File: src/rtl/spq_pkg.sv
// ----------------------------------------------------------------------------
// spq_pkg
// shared types and constants for the sorted priority queue and its cells
// ----------------------------------------------------------------------------
package spq_pkg;

    localparam int CAPACITY = 16;
    localparam int KEY_BITS = 16;
    localparam int ID_BITS  = 8;
    localparam int IDX_W    = $clog2(CAPACITY);
    localparam int CNT_W    = $clog2(CAPACITY + 1);

    // command codes
    localparam logic [2:0] CMD_INSERT       = 3'd0;
    localparam logic [2:0] CMD_APPEND       = 3'd1;
    localparam logic [2:0] CMD_REMOVE       = 3'd2;
    localparam logic [2:0] CMD_CURSOR_RESET = 3'd3;
    localparam logic [2:0] CMD_CURSOR_NEXT  = 3'd4;

    // status codes
    localparam logic [1:0] ST_OK        = 2'd0;
    localparam logic [1:0] ST_FULL      = 2'd1;
    localparam logic [1:0] ST_NOT_FOUND = 2'd2;
    localparam logic [1:0] ST_END       = 2'd3;

    // configuration register indexes
    localparam logic CFG_DESCENDING     = 1'b0;
    localparam logic CFG_USE_SECOND_KEY = 1'b1;

    typedef struct packed {
        logic [ID_BITS-1:0]  id;
        logic [KEY_BITS-1:0] key_primary;
        logic [KEY_BITS-1:0] key_secondary;
    } entry_t;

    // broadcast control for every cell in the row
    typedef struct packed {
        logic insert;       // insert or append transfer, queue not full
        logic append;       // place at tail instead of sorted position
        logic remove;       // remove by id
        logic descending;
        logic use_second_key;
    } cell_ctl_t;

    // per-cell status handed down the row
    typedef struct packed {
        logic first;        // this cell is the first one that hit
        logic found;        // this cell or one before it hit
    } cell_stat_t;

endpackage

File: src/rtl/sorted_priority_queue_with_cursor.sv
// ----------------------------------------------------------------------------
// sorted_priority_queue_with_cursor
// bounded sorted queue of id/key entries with a traversal cursor
// ----------------------------------------------------------------------------
// The queue is a row of CAPACITY cells, each holding one entry. Every command
// is handled by the whole row: all cells compare the incoming keys (or id)
// in parallel, a hit chain runs down the row to find the first hit, and each
// cell then loads the new item, takes its left or right neighbor, or holds.
// The result is registered and offered in the cycle after its command
// transfer. One command transfer is taken every cycle while the result side
// keeps up; a new command is taken in the same cycle that a waiting result
// transfers, and not while the result is held up. The cycle time is set by
// the key compare plus the hit chain through all cells. Configuration writes
// take effect on the next command.
// ----------------------------------------------------------------------------
module sorted_priority_queue_with_cursor (
    input  logic        clk,
    input  logic        rst_n,
    // configuration write port
    input  logic        cfg_we,
    input  logic        cfg_index,
    input  logic        cfg_data,
    // command stream
    input  logic        s_tvalid,
    output logic        s_tready,
    input  logic [47:0] s_tdata,   // cmd[2:0], item_id[10:3], key_primary[26:11],
                                   // key_secondary[42:27], zero fill
    // result stream
    output logic        m_tvalid,
    input  logic        m_tready,
    output logic [63:0] m_tdata    // status[1:0], entry_valid[2], entry_id[10:3],
                                   // entry_key_primary[26:11],
                                   // entry_key_secondary[42:27], occupancy[47:43],
                                   // head_valid[48], head_id[56:49], zero fill
);
    import spq_pkg::*;

    // configuration
    logic descending_reg;
    logic use_second_key_reg;

    // queue control state
    logic [CNT_W-1:0] count_reg;
    logic [CNT_W-1:0] count_next;
    logic [IDX_W-1:0] cursor_pos_reg;
    logic [IDX_W-1:0] cursor_pos_next;
    logic             cursor_idle_reg;
    logic             cursor_idle_next;

    // output register
    logic        out_valid_reg;
    logic [63:0] out_data_reg;
    logic [63:0] out_data_next;

    logic        accept;
    logic [2:0]  cmd;
    entry_t      new_entry;
    cell_ctl_t   ctl;
    logic        full;

    entry_t      cell_entry      [CAPACITY];
    entry_t      cell_entry_next [CAPACITY];
    cell_stat_t  cell_stat       [CAPACITY];
    logic [CAPACITY-1:0] occupied;

    // hit decode
    logic [IDX_W-1:0] hit_idx;
    logic             hit_occupied;   // first hit lies on a live entry
    logic             any_hit;

    // cursor read
    logic [CNT_W-1:0] next_pos;
    logic [IDX_W-1:0] rd_idx;
    entry_t           rd_entry;

    // result fields
    logic [1:0]         status;
    logic               entry_valid;
    entry_t             out_entry;
    logic               head_valid;
    logic [ID_BITS-1:0] head_id;

    assign s_tready = ~out_valid_reg | m_tready;
    assign accept   = s_tvalid & s_tready;
    assign m_tvalid = out_valid_reg;
    assign m_tdata  = out_data_reg;

    assign cmd                     = s_tdata[2:0];
    assign new_entry.id            = s_tdata[10:3];
    assign new_entry.key_primary   = s_tdata[26:11];
    assign new_entry.key_secondary = s_tdata[42:27];

    assign full = count_reg == CNT_W'(CAPACITY);

    always_comb
    begin
        ctl.insert         = accept & ~full & ((cmd == CMD_INSERT) | (cmd == CMD_APPEND));
        ctl.append         = cmd == CMD_APPEND;
        ctl.remove         = accept & (cmd == CMD_REMOVE);
        ctl.descending     = descending_reg;
        ctl.use_second_key = use_second_key_reg;
    end

    // row of cells, hit chain ripples from head to tail
    for (genvar i = 0; i < CAPACITY; i++)
    begin : g_cell
        entry_t left_entry;
        entry_t right_entry;
        logic   found_in;

        assign occupied[i] = count_reg > CNT_W'(i);

        if (i == 0)
        begin : g_head
            assign left_entry = new_entry;
            assign found_in   = 1'b0;
        end
        else
        begin : g_body
            assign left_entry = cell_entry[i-1];
            assign found_in   = cell_stat[i-1].found;
        end

        if (i == CAPACITY - 1)
        begin : g_tail
            assign right_entry = cell_entry[i];
        end
        else
        begin : g_mid
            assign right_entry = cell_entry[i+1];
        end

        spq_cell u_cell (
            .clk         (clk),
            .ctl         (ctl),
            .new_entry   (new_entry),
            .left_entry  (left_entry),
            .right_entry (right_entry),
            .occupied    (occupied[i]),
            .found_in    (found_in),
            .stat        (cell_stat[i]),
            .entry       (cell_entry[i]),
            .entry_next  (cell_entry_next[i])
        );
    end

    // index of the first hit from the one-hot first flags
    always_comb
    begin
        hit_idx      = '0;
        hit_occupied = 1'b0;
        for (int i = 0; i < CAPACITY; i++)
        begin
            if (cell_stat[i].first)
            begin
                hit_idx      = hit_idx | IDX_W'(i);
                hit_occupied = hit_occupied | occupied[i];
            end
        end
        any_hit = cell_stat[CAPACITY-1].found;
    end

    // cursor next reads the entry after the cursor
    assign next_pos = cursor_idle_reg ? '0 : ({1'b0, cursor_pos_reg} + CNT_W'(1));
    assign rd_idx   = next_pos[IDX_W-1:0];

    always_comb
    begin
        rd_entry = '0;
        for (int i = 0; i < CAPACITY; i++)
        begin
            if (rd_idx == IDX_W'(i))
                rd_entry = cell_entry[i];
        end
    end

    // command decode, cursor and count update
    always_comb
    begin
        count_next       = count_reg;
        cursor_pos_next  = cursor_pos_reg;
        cursor_idle_next = cursor_idle_reg;
        status           = ST_OK;
        entry_valid      = 1'b0;
        out_entry        = '0;

        unique case (cmd)
            CMD_INSERT, CMD_APPEND:
            begin
                if (full)
                    status = ST_FULL;
                else
                begin
                    count_next = count_reg + CNT_W'(1);
                    // sorted insert at or before the cursor pulls the cursor onto it
                    if ((cmd == CMD_INSERT) && hit_occupied && !cursor_idle_reg &&
                        (cursor_pos_reg >= hit_idx))
                        cursor_pos_next = hit_idx;
                end
            end
            CMD_REMOVE:
            begin
                if (!any_hit)
                    status = ST_NOT_FOUND;
                else
                begin
                    count_next = count_reg - CNT_W'(1);
                    if (!cursor_idle_reg)
                    begin
                        if (cursor_pos_reg == hit_idx)
                        begin
                            if (hit_idx == '0)
                            begin
                                cursor_idle_next = 1'b1;
                                cursor_pos_next  = '0;
                            end
                            else
                                cursor_pos_next = cursor_pos_reg - IDX_W'(1);
                        end
                        else if (cursor_pos_reg > hit_idx)
                            cursor_pos_next = cursor_pos_reg - IDX_W'(1);
                    end
                end
            end
            CMD_CURSOR_RESET:
            begin
                cursor_idle_next = 1'b1;
                cursor_pos_next  = '0;
            end
            CMD_CURSOR_NEXT:
            begin
                if (next_pos < count_reg)
                begin
                    cursor_idle_next = 1'b0;
                    cursor_pos_next  = rd_idx;
                    entry_valid      = 1'b1;
                    out_entry        = rd_entry;
                end
                else
                begin
                    cursor_idle_next = 1'b1;
                    cursor_pos_next  = '0;
                    status           = ST_END;
                end
            end
            default:
            begin
                status = ST_OK;
            end
        endcase

        head_valid = count_next != '0;
        head_id    = head_valid ? cell_entry_next[0].id : '0;

        out_data_next = {7'd0, head_id, head_valid, count_next,
                         out_entry.key_secondary, out_entry.key_primary,
                         out_entry.id, entry_valid, status};
    end

    always_ff @(posedge clk or negedge rst_n)
    begin
        if (!rst_n)
        begin
            descending_reg     <= 1'b0;
            use_second_key_reg <= 1'b0;
        end
        else if (cfg_we)
        begin
            unique case (cfg_index)
                CFG_DESCENDING:     descending_reg     <= cfg_data;
                CFG_USE_SECOND_KEY: use_second_key_reg <= cfg_data;
                default:            descending_reg     <= descending_reg;
            endcase
        end
    end

    always_ff @(posedge clk or negedge rst_n)
    begin
        if (!rst_n)
        begin
            count_reg       <= '0;
            cursor_pos_reg  <= '0;
            cursor_idle_reg <= 1'b1;
            out_valid_reg   <= 1'b0;
        end
        else
        begin
            if (accept)
            begin
                count_reg       <= count_next;
                cursor_pos_reg  <= cursor_pos_next;
                cursor_idle_reg <= cursor_idle_next;
                out_valid_reg   <= 1'b1;
            end
            else if (m_tready)
                out_valid_reg <= 1'b0;
        end
    end

    // result payload, no reset needed
    always_ff @(posedge clk)
    begin
        if (accept)
            out_data_reg <= out_data_next;
    end

endmodule

File: src/rtl/spq_cell.sv
// ----------------------------------------------------------------------------
// spq_cell
// one queue slot: compares against the incoming item and shifts with neighbors
// ----------------------------------------------------------------------------
module spq_cell (
    input  logic               clk,
    input  spq_pkg::cell_ctl_t ctl,
    input  spq_pkg::entry_t    new_entry,
    input  spq_pkg::entry_t    left_entry,
    input  spq_pkg::entry_t    right_entry,
    input  logic               occupied,
    input  logic               found_in,
    output spq_pkg::cell_stat_t stat,
    output spq_pkg::entry_t    entry,
    output spq_pkg::entry_t    entry_next
);
    import spq_pkg::*;

    entry_t entry_reg;
    logic   precedes;
    logic   match;
    logic   flag;
    logic   p_gt;
    logic   p_lt;
    logic   p_eq;
    logic   s_gt;
    logic   s_lt;

    always_comb
    begin
        p_gt = $signed(new_entry.key_primary) > $signed(entry_reg.key_primary);
        p_lt = $signed(new_entry.key_primary) < $signed(entry_reg.key_primary);
        p_eq = new_entry.key_primary == entry_reg.key_primary;
        s_gt = $signed(new_entry.key_secondary) > $signed(entry_reg.key_secondary);
        s_lt = $signed(new_entry.key_secondary) < $signed(entry_reg.key_secondary);
        // new item strictly precedes this entry
        if (ctl.descending)
            precedes = p_gt | (ctl.use_second_key & p_eq & s_gt);
        else
            precedes = p_lt | (ctl.use_second_key & p_eq & s_lt);
        match = entry_reg.id == new_entry.id;

        if (ctl.remove)
            flag = occupied & match;
        else if (ctl.insert)
            flag = occupied ? (~ctl.append & precedes) : 1'b1;  // first empty slot
        else
            flag = 1'b0;

        stat.first = flag & ~found_in;
        stat.found = flag | found_in;

        entry_next = entry_reg;
        if (ctl.insert)
        begin
            if (found_in)
                entry_next = left_entry;
            else if (flag)
                entry_next = new_entry;
        end
        else if (ctl.remove)
        begin
            if (found_in | flag)
                entry_next = right_entry;
        end
    end

    always_ff @(posedge clk)
    begin
        entry_reg <= entry_next;
    end

    assign entry = entry_reg;

endmodule

File: config.mk
export PLATFORM = sky130hd
export DESIGN_NAME = sorted_priority_queue_with_cursor
export DESIGN_NICKNAME = d
export VERILOG_FILES = /design/src/rtl/spq_pkg.sv /design/src/rtl/sorted_priority_queue_with_cursor.sv /design/src/rtl/spq_cell.sv
export SDC_FILE = /design/constraint.sdc
export NUM_CORES = 2
export LEC_CHECK = 0
export BUFFER_PORTS_ARGS = -buffer_cell sky130_fd_sc_hd__buf_2
export CAP_MARGIN = 20
export CELL_PAD_IN_SITES_DETAIL_PLACEMENT = 1
export CELL_PAD_IN_SITES_GLOBAL_PLACEMENT = 1
export CORE_AREA = 10 10 344 346
export CTS_CLUSTER_DIAMETER = 150
export DETAILED_ROUTE_END_ITERATION = 12
export DIE_AREA = 0 0 354 356
export PLACE_DENSITY = 0.91
export SYNTH_ARGS = -nofsm -noshare
export SYNTH_HDL_FRONTEND = slang
export SYNTH_SLANG_ARGS = --single-unit
export TNS_END_PERCENT = 10
File: constraint.sdc
create_clock -name clk -period 6.2 [get_ports clk]
set_clock_uncertainty 0.1 [all_clocks]
set_input_delay 0.62 -clock clk [delete_from_list [all_inputs] [get_ports clk]]
set_output_delay 0.62 -clock clk [all_outputs]
set_load 0.03 [all_outputs]
==> impl_metrics.csv <==
group,metric,value,unit
layout,seqCellArea,21200,um2
logic_synthesis,synth_area_leader_cell,"sky130_fd_sc_hd__edfxtp_1",
logic_synthesis,synth.yosys.seq_area_share,38.3,%
logic_synthesis,synth-seq-cells,710,
layout,fin_nets,6739,
pwr,p_leak,27.0,nW
setup_path,worst-endpoint-required,6.69,ns
layout,number_of_flip_flops_under_the_largest_register_name,640,
placement,routability_congestion,0.986,
flow_run,max-cap-violations,0,
layout,layout-drive-gt1-share,9.45,%
placement,post-place-ws,-0.0666,ns
logic_synthesis,synth_cell_type_count,100,
layout,nFillCells,12700,
sta,setup_tns,0,ns
clock_network,cts-root-buf,"sky130_fd_sc_hd__clkbuf_16",
global_routing,first_global_vias,55700,
logic_synthesis,edff_count_synth,689,
logic_synthesis,post_synth_most_frequent_cells,"sky130_fd_sc_hd__nand2_1 (796), sky130_fd_sc_hd__edfxtp_1 (689), sky130_fd_sc_hd__o21ai_0 (574)",
layout,synthToLayoutAreaGrowth,11.3,%
floorplan,initial_core_utilization,49.5,%
clock_network,cts_made_buffers,86,
sta,period_share,95.4,%
global_routing,maximum_number_of_pins_on_one_net_before_global_route_repair,228,
global_routing,antenna_found_initial,10,
pwr,worst_ir_drop_vdd,312,uV
hold_path,min-delay-start,"cfg_data",
floorplan,pin_count,121,
setup_path,cpPeakStageDelay,0.66,ns
floorplan,dieArea,126000,um2
sta,report.final.setup_viol,0,
setup_path,cpLargestDelayFamily,"simple AND/OR/NAND/NOR gates",
route,detail_route.vias_per_cell,6.82,
global_routing,globalRoute.totalOverflow,0,
setup_path,worst-setup-path-type,"reg2reg",
sta,period_minus_slack,5.92,ns
setup_path,crit_path_top_delay_cell,"sky130_fd_sc_hd__nor4_1",
logic_synthesis,top_area_cells_in_the_synthesized_netlist,"sky130_fd_sc_hd__edfxtp_1 (37%), sky130_fd_sc_hd__ha_1 (12%), sky130_fd_sc_hd__mux2i_1 (8.2%)",
sta,slew_headroom,19.9,%
clock_network,cts_max_path_buffers,3,
sta,rsz0062_at_grt,"no",
logic_synthesis,synth_cells,6074,
sta,tightestPinTransition,1.19,ns
placement,placed_cells,7568,
setup_path,reg2reg_setup_slack,0.28,ns
layout,multi_input_area,30600,um2
route,detailroute.via_count,52800,
route,drt_pre_antenna_iters,6,
floorplan,die_width,354,um
global_routing,use_met3,6.27,%
global_routing,grtUsageTotal,34.9,%
sta,max_freq,0.169,GHz
floorplan,dieHeight,356,um
route,finalWirelength,229000,um
route,drcViolationCount,0,
logic_synthesis,yosys.area.top_type_share,37.4,%
setup_path,crit_path_cell_trace,"inv_1 > ha_1 > nand4_1 > nor4_1 > buf_4 > a21boi_0 > nor3_1 > mux2i_1 > or2_1 > o31a_1 > nor4_4 > buf_12 > and3_2 > nand3_1 > and2_1 > ha_1 > and4_1 > nand3_1 > o31ai_2 > a31oi_2 > a221o_1 > a211o_1",
global_routing,globalRouteMet2Util,56.9,%
floorplan,floorplan.rows,123,
logic_synthesis,synth.most_common_cell,"sky130_fd_sc_hd__nand2_1",
run_status,outcome,"finished clean",
logic_synthesis,synth.cell_area,55300,um2
placement,hpwlAfterDp,162000,um
clock_network,worst_setup_hold_path_clk_slew,0.06,ns
sta,final_hold_viol_count,0,
layout,layout.cells.non_filler,7735,
global_routing,gr-max-usage-layer,"met2",
setup_path,reg2reg_depth,22,
setup_path,path_max_fanout,4,
setup_path,start_kind,"register",
logic_synthesis,syn_area_per_cell,9.10,um2
sta,setup_slack,0.282,ns
route,first_iter_violations,6428,
hold_path,hold_path_end,"use_second_key_reg",
setup_path,critPathBufInv,3,
hold_path,hold_class,"in2reg",
clock_network,clk-insertion-delay-late,0.71,ns
route,routedWlPerCell,29.6,um
setup_path,crit_path_end_kind,"register",
placement,io_buffer_count,108,
floorplan,fp.coreArea,112000,um2
sta,maxSlewViolCount,0,
clock_network,cts_tree,"done",
clock_network,cts_max_level,3,
logic_synthesis,synth_async_sr_flop_share,1.83,%
setup_path,critical_path_arrival,6.40,ns
clock_network,cts_setup_buffers,0,
logic_synthesis,yosys_warnings,0,
route,drtAntennaViolNets,0,
hold_path,min_delay_path_depth,2,
pwr,p_per_area,541,nW/um2
global_routing,grt_first_pass_wirelength,343000,um
logic_synthesis,prevailing_post_synth_register_cell,"sky130_fd_sc_hd__edfxtp_1",
setup_path,worstReg2RegStart,"g_cell[2].u_cell.entry[15]",
clock_network,numClockSinks,710,
global_routing,use_met1,41.0,%
setup_path,regToRegEndpoint,"cursor_pos_reg[3]",
[where the power goes]
group          total [mW]  switching (mW)  leakage, nW  internal (mW)
registers            10.6            2.45         6.93           8.10
clock network        5.32            2.35         1.38           2.98
logic                17.4            11.5         18.7           5.93
[cell usage in the layout (no fill, tap or decap), types with 35 or more instances in the layout]
master and count:
sky130_fd_sc_hd__o21ai_0 574, sky130_fd_sc_hd__a22oi_1 114, sky130_fd_sc_hd__nand3_1 99, sky130_fd_sc_hd__xnor2_1 59, sky130_fd_sc_hd__clkbuf_16 87, sky130_fd_sc_hd__a31oi_1 100
sky130_fd_sc_hd__o21ai_1 77, sky130_fd_sc_hd__xor2_1 76, sky130_fd_sc_hd__a211oi_1 54, sky130_fd_sc_hd__buf_2 108, sky130_fd_sc_hd__nor3_1 44, sky130_fd_sc_hd__mux2i_1 451
sky130_fd_sc_hd__inv_1 555, sky130_fd_sc_hd__nand2_1 794, sky130_fd_sc_hd__a222oi_1 55, sky130_fd_sc_hd__nor4_1 43, sky130_fd_sc_hd__buf_4 245, sky130_fd_sc_hd__nand4_1 117
sky130_fd_sc_hd__mux2_1 35, sky130_fd_sc_hd__nor2_1 304, sky130_fd_sc_hd__a21oi_1 300, sky130_fd_sc_hd__a21o_1 48, sky130_fd_sc_hd__edfxtp_1 689, sky130_fd_sc_hd__ha_1 527
sky130_fd_sc_hd__a221oi_1 60
[metal layers]
metal | vias up | share of wire (%)
li1 | 22500 | -
met1 | 26100 | 36
met2 | 3105 | 46
met3 | 1024 | 9.2
met4 | 4 | 8.5
met5 | - | 0.010
[kinds of logic after synthesis]
group	after synthesis	share of synthesized area (%)
simple gates	1610	13.3
buf+inv	955	6.71
fa+ha+maj	527	11.9
compound gates	1640	18.5
xor+xnor	135	2.14
flops	710	38.3
mux	496	9.09
other cells	1	0.00679
[worst max path at each step]
stage,start,end,slack [ns],cells past startpoint
final,g_cell[2].u_cell.entry[15],cursor_pos_reg[3],0.28,22
after global routing,g_cell[1].u_cell.entry[1],cursor_pos_reg[3],0.03,23
after CTS,count_reg[1],cursor_pos_reg[3],0.22,21
after detailed placement,s_tdata[38],cursor_pos_reg[3],-0.07,23
after global placement,s_tdata[24],cursor_pos_reg[3],0.04,21
after floorplan,s_tdata[27],g_cell[15].u_cell.entry[0],0.40,15
[cell type report]
type | count | share of cell area (%)
antenna | 4 | 0.0163
timing repair buffer | 381 | 4.76
clock buffer | 108 | 3.73
multi-input combinational | 4415 | 49.7
clock inverter | 54 | 0.869
tap | 1500 | 3.05
sequential | 710 | 34.4
inverter | 563 | 3.44
[repair_timing]
item	in CTS	in global routing
hold buffers	1	0
endpoints found under the setup margin	0	4
endpoints found under the hold margin	12	0
resized for setup	0	2
[per-stage QoR]
stage	power, mW	area (um2)	hold slack, ns	util, %
floorplan	19.8	55300	0.224	-
global placement	25.8	58700	0.440	52.6
detailed placement	26.9	58700	0.461	52.6
CTS	32.6	61500	0.0681	55.1
global route	34.6	61500	0.0947	55.1
finish	33.3	61500	0.0780	55.1
Power figures use the tool's default switching activity.
